File: config.mk
export PLATFORM = sky130hd
export DESIGN_NAME = tka_lift_unit
export DESIGN_NICKNAME = d
export VERILOG_FILES = /design/src/tka_pkg.sv /design/src/tka_lift_unit.sv
export SDC_FILE = /design/constraint.sdc
export NUM_CORES = 1
export LEC_CHECK = 0
export BUFFER_PORTS_ARGS = -buffer_cell sky130_fd_sc_hd__buf_2
export CAP_MARGIN = 20
export CORE_AREA = 4 4 41 43
export DETAILED_ROUTE_END_ITERATION = 7
export DIE_AREA = 0 0 45 47
export SETUP_SLACK_MARGIN = 0.1
export SYNTH_ARGS = -nofsm -noshare
export SYNTH_HDL_FRONTEND = slang
export SYNTH_SLANG_ARGS = --single-unit
File: constraint.sdc
create_clock -name vclk -period 1.58
set_input_delay 0.158 -clock vclk [all_inputs]
set_output_delay 0.158 -clock vclk [all_outputs]
set_load 0.05 [all_outputs]
File: src/tka_pkg.sv
// shared widths, codes and helpers for the k-th ancestor lifting core
package tka_pkg;

  // payload widths
  localparam int NODE_W  = 11;
  localparam int VALUE_W = 11;
  localparam int KIND_W  = 2;

  // default sizing of the jump table
  localparam int MAX_NODES_DEF = 1024;
  localparam int LEVELS_DEF    = 11;

  // configuration port
  localparam int APB_DATA_W = 32;
  localparam int PADDR_W    = 3;

  // register index, taken from paddr[2]
  localparam logic REG_NODE_COUNT = 1'b0;
  localparam logic [NODE_W-1:0] NODE_COUNT_RST = NODE_W'(1);

  // item kinds
  localparam logic [KIND_W-1:0] KIND_SET   = 2'd0;
  localparam logic [KIND_W-1:0] KIND_BUILD = 2'd1;
  localparam logic [KIND_W-1:0] KIND_QUERY = 2'd2;

  // index of the lowest set bit of a step count
  function automatic logic [3:0] lsb_index(input logic [VALUE_W-1:0] x);
    logic [3:0] idx;
    idx = 4'd0;
    for (int i = VALUE_W - 1; i >= 0; i--) begin
      if (x[i]) idx = 4'(i);
    end
    return idx;
  endfunction

endpackage

File: src/tka_lift_unit.sv
// maps a node and a table level to a jump table address
module tka_lift_unit #(
  parameter int MAX_NODES = 1024,
  parameter int LEVELS    = 11
) (
  input  logic [tka_pkg::NODE_W-1:0] node,
  input  logic [((LEVELS > 1) ? $clog2(LEVELS) : 1)-1:0] level,
  output logic [$clog2(LEVELS * (2 ** ((MAX_NODES > 1) ? $clog2(MAX_NODES) : 1)))-1:0] addr,
  output logic              none
);
  import tka_pkg::*;

  localparam int NIDX_W  = (MAX_NODES > 1) ? $clog2(MAX_NODES) : 1;
  localparam int RAM_AW  = $clog2(LEVELS * (2 ** NIDX_W));

  logic [NODE_W-1:0] node_m1;

  // level selects the bank, node minus one the row
  assign node_m1 = node - NODE_W'(1);
  assign addr    = RAM_AW'({level, NIDX_W'(node_m1)});
  assign none    = (node == '0);

endmodule

# After elaboration in Yosys (flattened, before gate mapping)
# Index checks and enable logic that the tools add are counted.
# word_totals
reg_bits,0
word_cells,2
# classes
reduce_logical,1
add_sub_neg,1
# op_table
cell,n
$logic_not 11->1,1
$sub 10x1->10 const B,1

# Logic depth before layout (Yosys ltp)
# Gate-level depths: netlist of the first run.
# depth
depth_word,1
ltp_mapped,5
ltp_nobuf,5

# Least setup slack after synthesis of the first run
# Ideal clock, no wire load.
# synth_path
path_kind,input to output
start,input node[0] (netlist bit)
end,output none
arrival_ps,2633
path_stages,5
path_slack_ps,-1211
path_cell_list,inv_1 > ha_1 > nor4b_1 > nand2_1 > nor4_1
# synth_via
elab_chain_cells,1
# synth_rtl
item,line,source
from (decl),tka_lift_unit.sv:6,"input logic [tka_pkg::NODE_W-1:0] node,"
$logic_not 11->1,tka_lift_unit.sv:21,assign none = (node == '0);
to (decl),tka_lift_unit.sv:9,output logic none
# No other way between the ends.

# Worst setup path after layout of the first run
# layout_path
start,input node[0] (netlist bit)
end,output addr[9] (netlist bit)
# layout_via
elab_chain_cells,1
# layout_rtl
item,line,source
$sub 10x1->10,tka_lift_unit.sv:19,assign node_m1 = node - NODE_W'(1);
to (decl),tka_lift_unit.sv:8,"output logic [$clog2(LEVELS * (2 ** ((MAX_NODES > 1) ? $clog2(MAX_NODES) : 1)))-1:0] addr,"
# No other way between the ends.

==> results summary, run 1 <==
The slew at the pin closest to its max-slew limit is 0.345 ns. The count of standard-cell rows is 13. Measured against its own limit, the worst slew margin works out to about three quarters. The initial core utilization is 16.5%. The multi-input gate area in the final layout is 325 um^2. The tool flagged a number of max-cap violations equal to 0.

The final count of hold timing violations came out at 0. A synthesized cell averages 7.69 um^2. The tightest min-delay check is of the in2out type. Of the available clock period, the critical path in the final layout requires 105%.

The top cell family by delay on the critical path is simple AND/OR/NAND/NOR gates. STA classifies the critical path startpoint as an input pin. The synthesized cell area came out at 215 um^2. After layout, the worst setup slack is -0.0771 ns. Counting every instance in the synthesized netlist gives 28. The slowest stage of the critical path is the sky130_fd_sc_hd__or4_4 cell. The repair_antennas step left the layout with diodes totalling 0. The first-pass GRT wire length is 1.34 mm.

For this design the static power due to leakage is 0.258 nW. Counting stages on the worst path, the most repeated cell is sky130_fd_sc_hd__buf_6. The die is 47 um tall. The signal on the critical path passes through buf_6, or4_4, nor4b_4, xor2_4, buf_6. The maximum vdd drop came out at 159 uV. Dividing total power by cell area gives a power density of around 330 mW/mm^2. The residual DRC count came out at 0. The count of nets left with antenna violations after detail routing is 0. The post-layout minimum cycle time came out at 1.66 ns.

The average routed wire per standard cell came out at ~11 um. The final reports fail on setup timing. The total grt overflow came out at 0. The setup TNS after final layout came out at -0.115 ns. The count of buffers added on input and output ports is 22. The aggregate routed wire length came out at between 700 and 800 um. The flow ran to the end, but the final reports show violations. The maximum fanout encountered on the critical timing path is 4.

The floorplan core area came out at 0.00130 mm^2. The count of clock buffers in the final design came out at 0. The detailed router finished its first iteration with 0 violations. The maximum number of pins on one net before global-route repair is 6. Hold repair after CTS inserted 0 buffers. Global routing consumed, over all layers together, 8.22% of the routing resources. The required time at the endpoint of the critical path is ~1.4 ns. The arrival time reported for the critical path endpoint came out at 1.50 ns. The final number of setup-violating endpoints is 3. The worst setup path is captured at an output pin. The sequential cell count came out at 0. The net count after synthesis came out at 44. In the layout the commonest cells are 15 x sky130_fd_sc_hd__buf_2, 8 x sky130_fd_sc_hd__buf_4, 7 x sky130_fd_sc_hd__buf_6. The buffer and inverter count on the worst path is 2.

The type of the worst setup path is in2out. The final weighted congestion of routability-driven global placement is 0.669. The filler cell count came out at 125. The proportion of synthesized chip area in sequential cells came out at 0%.

The share of cells above drive strength 1 came out at 85.5%. Leaving out fill and tap cells, the most frequent cell in the layout is sky130_fd_sc_hd__buf_2. For this run, the slowest stage of the critical path takes 0.58 ns.

Timing would allow up to 603 MHz. The number of detailed-routing iterations run before antenna repair is 1. The total area of sequential cells came out at 0 um^2. For this run, the number of Yosys warnings is 0. The die extent in x is 45 um. Across all layers, the routed design uses 299 vias.

The post-synthesis cell type count came out at 15. The cell area reported after detailed placement came out at between 500 and 600 um^2. The number of global-route vias before repair is 322. Setup repair after global routing could not meet its margin everywhere. The detail-routed via count per cell came out at 4.27.

The setup slack at placement is -0.195 ns. The initial antenna violation count is 0. The final design instance area without fill came out at slightly below 600 um^2. The net count of the finished layout came out at 73. The wire-length estimate of the detail-placed layout is around 660 um. 30 I/O pins were placed. The number of max-slew violations in the final report came out at 0. The floorplan step defined a die boundary enclosing approximately 0.0021 mm^2. The layout overhead on the synthesized area came out at 173%.
cells by family after synthesis:
kind of cell               synth area share [%]
buffers and inverters                      19.2
adders and majority gates                  5.81
xor gates and xnor gates                   28.5
AOI/OAI and AO/OA                          3.49
and+or+nand+nor                            43.0
cells in the mapped netlist (all sizes together):
cell type / instances / area, um^2
buf: 4 / 30.0
ha: 1 / 12.5
inv: 3 / 11.3
nand2: 3 / 11.3
nand2b: 1 / 6.26
nor2: 2 / 7.51
nor3: 1 / 5.00
nor4: 2 / 18.8
nor4b: 2 / 32.5
o31ai: 1 / 7.51
or4: 1 / 11.3
xnor2: 3 / 26.3
xor2: 4 / 35.0
routing by layer:
layer	share of wire [%]	track usage, %	up-vias
li1	-	-	143
met1	33	8.88	140
met2	53	17.2	16
met3	13	1.15	0
met4	0	0.585	0
met5	0	0	-
area by class of cell:
class / count / area share (%)
inverter: 3 / 2.55
timing repair buffer: 31 / 38.9
tap: 15 / 3.19
multi-input combinational: 21 / 55.3
power by group:
| group | internal, mW | switching [mW] | total, mW |
|---|---|---|---|
| clock network | 0 | 0 | 0 |
| logic | 0.0738 | 0.119 | 0.193 |
| registers | 0 | 0 | 0 |
| total | 0.0738 | 0.119 | 0.193 |
worst paths after layout:
kind	from	endpoint	slack, ns	depth (start not counted)
worst max-delay path	node[0]	addr[9]	-0.08	5
worst min-delay path	level[0]	addr[10]	0.32	0
what timing repair did:
action / 4_1_cts / 5_1_grt
endpoints found under the setup margin: 6 / 7
hold endpoints to repair: 0 / 0
buffers inserted: 2 / 0
resized for setup: 17 / 1
pin swaps: 7 / 4
metrics by stage:
stage               std cells  power, mW  hold slack [ns]  util (%)
floorplan                  28      0.131            0.372         -
global placement           69      0.175            0.316      40.3
detailed placement         69      0.176            0.316      40.3
CTS                        71      0.195            0.316      45.8
global route               70      0.206            0.316      45.2
finish                     70      0.193            0.316      45.2
Note: power is estimated with default switching activity, not from simulation.
==> run 2: changes to the inputs <==
--- a/config.mk
+++ b/config.mk
@@ -10,6 +10,7 @@
 export CORE_AREA = 4 4 41 43
 export DETAILED_ROUTE_END_ITERATION = 7
 export DIE_AREA = 0 0 45 47
+export PLACE_DENSITY_LB_ADDON = 0.15
 export SETUP_SLACK_MARGIN = 0.1
 export SYNTH_ARGS = -nofsm -noshare
 export SYNTH_HDL_FRONTEND = slang
==> run 2 against run 1 <==
The flow still finishes with violations (setup timing); largest cell class unchanged; core utilization is 1.2 points higher; sequential cell count stayed put; largest power group unchanged; sequential share of layout area stayed put; die area stayed put; power is 1.1% higher; non-clock buffer count is 1 higher; hold slack stayed put; critical path type unchanged; wire length is 0.26% lower; maximum frequency is 0.17% lower.
==> results summary, run 2 (synthesis gave the netlist of run 1 again) <==
Outcome: finished, violations left (unchanged). Failing checks: setup timing (unchanged). The combinational power share came to 100.0% (about the same).

The count of nets left with antenna violations after detail routing came out at 0 (unchanged). The sequential cell count was 0 (unchanged). The maximum fanout encountered on the critical timing path was 3 (was 4). The overall die area came out at 0.00212 mm^2 (unchanged). The residual DRC count was 0 (unchanged). Commonest non-fill, non-tap cells in the layout: 13 x sky130_fd_sc_hd__buf_2, 9 x sky130_fd_sc_hd__buf_4, 8 x sky130_fd_sc_hd__buf_6 (was 15 x sky130_fd_sc_hd__buf_2, 8 x sky130_fd_sc_hd__buf_4, 7 x sky130_fd_sc_hd__buf_6). Unrepaired setup endpoints after global routing: true (unchanged). The average routed wire per standard cell came out at 10.6 um (was 10.8 um). The total grt overflow is 0 (unchanged).

The number of detailed-routing iterations run before antenna repair came out at 1 (unchanged). The cell area reported after detailed placement came out at 509 um^2 (was 524 um^2). The initial antenna violation count is 0 (unchanged). The all-layer global routing usage is 7.50% (was 8.22%). The share of total power in sequential cells is 0% (about the same). The arrival time reported for the critical path endpoint was 1.50 ns (about the same). The startpoint class of the critical path is an input pin (unchanged). The internal power contribution came to 0.0766 mW (was 0.0738 mW). The net switching power of the design came out at 0.119 mW (about the same). The final worst slack is -0.0799 ns (was -0.0771 ns). The capture endpoint of the worst hold path was addr[12] (was addr[10]). The first-pass GRT wire length came out at 1.25 mm (was 1.34 mm). The detail-routed via count per cell came to 4.13 (was 4.27).

The number of input and output port buffers inserted was 22 (unchanged). The final cell count without fillers came out at 71 (was 70). The setup TNS after final layout is -0.0948 ns (was -0.115 ns). The final weighted congestion of routability-driven global placement came out at 0.681 (was 0.669). The maximum clock frequency is 602 MHz (was 603 MHz).

The half-perimeter wire length after placement came to 691 um (was 656 um). The final number of setup-violating endpoints is 2 (was 3). The number of max-slew violations in the final report is 0 (unchanged). The maximum number of pins on one net before global-route repair is 6 (unchanged).

The post-route worst hold slack is 0.316 ns (unchanged). The start point of the critical path is node[0] (unchanged). The aggregate routed wire length came to 754 um (was 756 um).

The number of top-level pins is 30 (unchanged). The final design instance area without fill came out at 604 um^2 (was 588 um^2). The reported leakage power is 0.267 nW (was 0.258 nW). The type of the worst setup path is in2out (unchanged). The final count of hold timing violations came out at 0 (unchanged). The hold path startpoint is level[2] (was level[0]). The initial core utilization was 16.5% (unchanged).

The count of standard-cell rows is 13 (unchanged). The portion of total power attributed to the clock network is 0% (about the same). The depth of the worst hold-timing path is 0 (unchanged). The maximum vdd drop came out at 176 uV (was 159 uV). The net count of the finished layout is 74 (was 73). The most common library cell in the layout ignoring fill and taps is sky130_fd_sc_hd__buf_2 (unchanged). The required time at the endpoint of the critical path is 1.42 ns (about the same). The filler cell count is 141 (was 125).

The final clock period utilization by the worst path is 105% (about the same). The net switching share of the total power was 60.7% (was 61.8%). The number of cells after detailed placement came out at 67 (was 69). The layout overhead on the synthesized area came out at 181% (was 173%). The total area of sequential cells is 0 um^2 (unchanged). The slew at the pin closest to its max-slew limit was 0.328 ns (was 0.345 ns). The cell area power density came out at 323 mW/mm^2 (was 328 mW/mm^2). The count of clock buffers in the final design is 0 (unchanged). The total power came to 0.195 mW (was 0.193 mW). The first-iteration detailed-routing DRC count came out at 0 (unchanged). The capturing element type of the critical path is an output pin (unchanged). The die extent in x came out at 45 um (unchanged). The floorplan core area is 0.00130 mm^2 (unchanged). The number of antenna repair diodes was 0 (unchanged). The type of the tightest min-delay check was in2out (unchanged).

The headroom to the max-slew limit came out at 78.0% (was 76.8%). The total vias in the final route came out at 293 (was 299). The y dimension of the die is 47 um (unchanged). The share of cells above drive strength 1 came out at 83.9% (was 85.5%). The max capacitance violation total came out at 0 (unchanged).

The number of global-route vias before repair came out at 311 (was 322). The post-layout minimum cycle time came out at 1.66 ns (about the same).
[run 2: repair_timing]
action / 4_1_cts / 5_1_grt
resized for setup: 15 / 4
setup buffers: 4 / 1
pin swaps: 7 / 4
hold buffers: 0 / 0
setup endpoints to repair: 6 / 7
[run 2: power by group through the flow]
stage | registers (mW) | clock network (mW) | logic [mW]
after floorplan | 0 | 0 | 0.131
after global placement | 0 | 0 | 0.170
after detailed placement | 0 | 0 | 0.172
after CTS | 0 | 0 | 0.193
after global routing | 0 | 0 | 0.206
final | 0 | 0 | 0.195
[run 2: layout make-up]
class / instances / area (um^2) / area share (%)
multi-input cells: 21 / 325 / 53.8
repair buffers: 32 / 245 / 40.6
well taps: 15 / 18.8 / 3.11
inverters: 3 / 15.0 / 2.48
[run 2: worst max-delay path by stage]
| stage | to | slack [ns] | depth (start not counted) |
|---|---|---|---|
| after CTS | addr[7] | -0.13 | 5 |
| after global placement | addr[9] | -0.19 | 5 |
| after detailed placement | addr[9] | -0.22 | 5 |
| final | addr[9] | -0.08 | 5 |
| after global routing | addr[9] | -0.12 | 5 |
| after floorplan | none | -0.06 | 5 |
[run 2: metrics by stage]
| step | worst slack [ns] | util [%] |
|---|---|---|
| 2_1_floorplan | -0.0558 | - |
| 3_3_place_gp | -0.190 | 39.1 |
| 3_5_place_dp | -0.218 | 39.1 |
| 4_1_cts | -0.130 | 45.5 |
| 5_1_grt | -0.116 | 46.4 |
| 6_report | -0.0799 | 46.4 |
[run 2: layer usage]
metal | GRT usage [%] | share of wire [%]
met3 | 0.766 | 13
met4 | 1.17 | 0.27
met1 | 8.39 | 31
met2 | 15.3 | 55
met5 | 0 | 0
[run 2: worst max-delay path: stages]
cell,delay [ns]
sky130_fd_sc_hd__buf_6,0.09
sky130_fd_sc_hd__or4_4,0.57
sky130_fd_sc_hd__nor4b_4,0.34
sky130_fd_sc_hd__xor2_4,0.18
sky130_fd_sc_hd__buf_8,0.16
==> run 3: changes to the inputs <==
--- a/config.mk
+++ b/config.mk
@@ -5,6 +5,7 @@
 export SDC_FILE = /design/constraint.sdc
 export NUM_CORES = 1
 export LEC_CHECK = 0
+export ABC_AREA = 1
 export BUFFER_PORTS_ARGS = -buffer_cell sky130_fd_sc_hd__buf_2
 export CAP_MARGIN = 20
 export CORE_AREA = 4 4 41 43
==> run 3 against run 2 <==
The run now ends clean; non-clock buffer count down 10; hold slack unchanged; design area down 36%; sequential share of layout area unchanged; global-route usage down 0.96 points; wire length down 9.9%; die area unchanged; maximum frequency up 25%; setup slack better by 0.33 ns; area after synthesis up 26%; first-iteration DRC count unchanged; synthesized cell count up 71%; critical path type unchanged; critical endpoint is now none; largest cell class unchanged; highest routed layer unchanged.
==> results summary, run 3 <==
The reported leakage power came out at 0.220 nW (was 0.267 nW). The post-layout minimum cycle time is 1.33 ns (was 1.66 ns). The slew at the pin closest to its max-slew limit was 0.250 ns (was 0.328 ns). The share of cells above drive strength 1 came out at 56.1% (was 83.9%). The initial core utilization came to 20.8% (was 16.5%).

The fraction of the mapped netlist area in adder cells is 4.63% (was 5.81%). The post-synthesis cell type count is 16 (was 15). The number of detailed-routing iterations run before antenna repair is 1 (unchanged). The wire length the detailed router placed on met1 is 274 um (was 236 um).

The type of the worst setup path is in2out (unchanged). The count of nets left with antenna violations after detail routing is 0 (unchanged). Commonest cells in the netlist: 12 x sky130_fd_sc_hd__nand2_1, 5 x sky130_fd_sc_hd__inv_1, 4 x sky130_fd_sc_hd__buf_4, 4 x sky130_fd_sc_hd__nor2_1 (was 4 x sky130_fd_sc_hd__buf_4, 4 x sky130_fd_sc_hd__xor2_1, 3 x sky130_fd_sc_hd__inv_1, 3 x sky130_fd_sc_hd__nand2_1, 3 x sky130_fd_sc_hd__xnor2_1). Outcome: finished clean (was finished, violations left). The number of input and output port buffers inserted came to 22 (unchanged). The final count of hold timing violations came out at 0 (unchanged). The final clock period utilization by the worst path was 83.9% (was 105%). The initial antenna violation count is 0 (unchanged).

The aggregate routed wire length came out at 679 um (was 754 um). The final weighted congestion of routability-driven global placement came out at 0.683 (was 0.681). The startpoint class of the critical path is an input pin (unchanged). The number of gates resized after cts came out at 0 (was 15). The floorplan core area came out at 0.00130 mm^2 (unchanged). The number of global-route vias before repair is 272 (was 311). The final worst slack came out at 0.255 ns (was -0.0799 ns).

The sequential cell count is 0 (unchanged). The proportion of synthesized chip area in sequential cells is 0% (unchanged). The headroom to the max-slew limit is 83.4% (was 78.0%).

The number of max-slew violations in the final report is 0 (unchanged). The share of the synthesized area in the top cell type came out at 16.7% (was 16.3%). The layout overhead on the synthesized area is 42.1% (was 181%). The maximum clock frequency came out at 755 MHz (was 602 MHz). The required time at the endpoint of the critical path came to 1.42 ns (about the same). The average routed wire per standard cell came out at 8.38 um (was 10.6 um).

The capturing element type of the critical path was an output pin (unchanged). The filler cell count came out at 168 (was 141). The final number of setup-violating endpoints is 0 (was 2). The count of clock buffers in the final design is 0 (unchanged). The max capacitance violation total is 0 (unchanged). The maximum fanout encountered on the critical timing path is 4 (was 3). The number of warnings reported in the yosys synthesis log came out at 0 (unchanged).

The y dimension of the die is 47 um (unchanged). The synthesized cell area came out at 270 um^2 (was 215 um^2). Largest cells by area after synthesis: sky130_fd_sc_hd__nand2_1 17%, sky130_fd_sc_hd__buf_4 11%, sky130_fd_sc_hd__nor2_4 8.3% (was sky130_fd_sc_hd__xor2_1 16%, sky130_fd_sc_hd__buf_4 14%, sky130_fd_sc_hd__xnor2_1 12%). The half-perimeter wire length after placement was 644 um (was 691 um). The met2 layer wire length in the routed design is 329 um (was 414 um).

The combinational family with the most area after synthesis is simple AND/OR/NAND/NOR gates (unchanged). The detail-routed via count per cell is 3.83 (was 4.13). The leading area contributor after synthesis is sky130_fd_sc_hd__nand2_1 (was sky130_fd_sc_hd__xor2_1). The net count after synthesis is 64 (was 44). The post-synthesis cell count came to 48 (was 28).

Commonest non-fill, non-tap cells in the layout: 22 x sky130_fd_sc_hd__buf_2, 12 x sky130_fd_sc_hd__nand2_1, 5 x sky130_fd_sc_hd__inv_1 (was 13 x sky130_fd_sc_hd__buf_2, 9 x sky130_fd_sc_hd__buf_4, 8 x sky130_fd_sc_hd__buf_6). The topmost layer with routed signal wires was met4 (unchanged). The die extent in x came out at 45 um (unchanged).

The residual DRC count was 0 (unchanged). The arrival time reported for the critical path endpoint is 1.17 ns (was 1.50 ns). The simple logic cell fraction of the synthesized area came out at 53.7% (was 43.0%). The number of hold-repair buffers added at the cts stage is 0 (unchanged). The cell area power density is 382 mW/mm^2 (was 323 mW/mm^2). The overall die area was 0.00212 mm^2 (unchanged). The fraction of the mapped netlist area in compound gates came out at 9.72% (was 3.49%). The all-layer global routing usage is 6.54% (was 7.50%). The most common library cell in the layout ignoring fill and taps was sky130_fd_sc_hd__buf_2 (unchanged). The number of antenna repair diodes is 0 (unchanged). The total area of sequential cells is 0 um^2 (unchanged). The number of buffers added for setup after CTS came to 0 (was 4).

The mux share of post-synthesis cell area came out at 0% (unchanged). The xor and xnor area share after synthesis is 9.72% (was 28.5%). The total grt overflow is 0 (unchanged). The first-pass GRT wire length was 1.11 mm (was 1.25 mm).

The net count of the finished layout came to 84 (was 74). The setup slack at placement is 0.251 ns (was -0.218 ns). Unrepaired setup endpoints after global routing: false (was true). The maximum number of pins on one net before global-route repair came out at 5 (was 6). The type of the tightest min-delay check is in2out (unchanged). The number of top-level pins was 30 (unchanged).

The maximum vdd drop is 134 uV (was 176 uV). The first-iteration detailed-routing DRC count came out at 0 (unchanged). The total vias in the final route came out at 310 (was 293).

The count of standard-cell rows is 13 (unchanged). The most common cell in the netlist is sky130_fd_sc_hd__nand2_1. The mean cell area of the mapped netlist came to 5.63 um^2 (was 7.69 um^2). The setup TNS after final layout is 0 ns (was -0.0948 ns). The total length of routed met3 wires was 73 um (was 101 um).
[run 3: cell types whose count changed in the layout (fill, tap and decap cells not counted), moves of 3 or more]
cell and change:
sky130_fd_sc_hd__nor2_2 +3, sky130_fd_sc_hd__nor2_1 +3, sky130_fd_sc_hd__buf_4 -9, sky130_fd_sc_hd__nand2_1 +10
sky130_fd_sc_hd__xor2_4 -3, sky130_fd_sc_hd__o21ai_1 +3, sky130_fd_sc_hd__inv_2 +3, sky130_fd_sc_hd__buf_6 -8
sky130_fd_sc_hd__buf_2 +9, sky130_fd_sc_hd__nand3_1 +3, sky130_fd_sc_hd__inv_1 +3
[run 3: path summary, 6_finish.rpt]
kind | slack [ns] | end | startpoint | depth (start not counted)
max | 0.25 | none | node[0] | 8
min | 0.32 | addr[10] | level[0] | 0
[run 3: layer usage]
metal / track usage, % / vias to the layer above
li1: - / 180
met1: 9.91 / 120
met2: 10.2 / 8
met3: 0.766 / 2
met4: 0.585 / 0
met5: 0 / -
[run 3: critical path, cell delays in order]
cell and delay (ns):
sky130_fd_sc_hd__buf_2 0.11, sky130_fd_sc_hd__inv_2 0.07, sky130_fd_sc_hd__ha_1 0.25, sky130_fd_sc_hd__nand3_2 0.13
sky130_fd_sc_hd__inv_2 0.08, sky130_fd_sc_hd__nand2_2 0.05, sky130_fd_sc_hd__nor2_2 0.06, sky130_fd_sc_hd__buf_2 0.26
[run 3: area by class of cell]
cell class                 count  area, um^2  share of cell area, %
multi-input combinational     36         225                   58.6
timing repair buffer          22         110                   28.7
inverter                       8        30.0                   7.82
tap                           15        18.8                   4.89
[run 3: power by group]
group / switching [mW] / leakage [nW] / internal, mW
logic: 0.106 / 0.220 / 0.0406
clock network: 0 / 0 / 0
registers: 0 / 0 / 0
total: 0.106 / 0.220 / 0.0406
[run 3: through the flow]
stage	total power, mW	hold WS [ns]	std cells	utilization (%)	cell area (um^2)
after detailed placement	0.149	0.317	81	29.5	384
after CTS	0.149	0.317	81	29.5	384
final	0.147	0.316	81	29.5	384
after global routing	0.158	0.316	81	29.5	384
after global placement	0.149	0.317	81	29.5	384
after floorplan	0.131	0.416	48	-	285
[run 3: kinds of logic after synthesis]
group / count (synthesis)
adder cells (fa/ha/maj): 1
AND/OR/NAND/NOR: 28
AO/OA/AOI/OAI: 4
XOR/XNOR: 3
buffers and inverters: 12
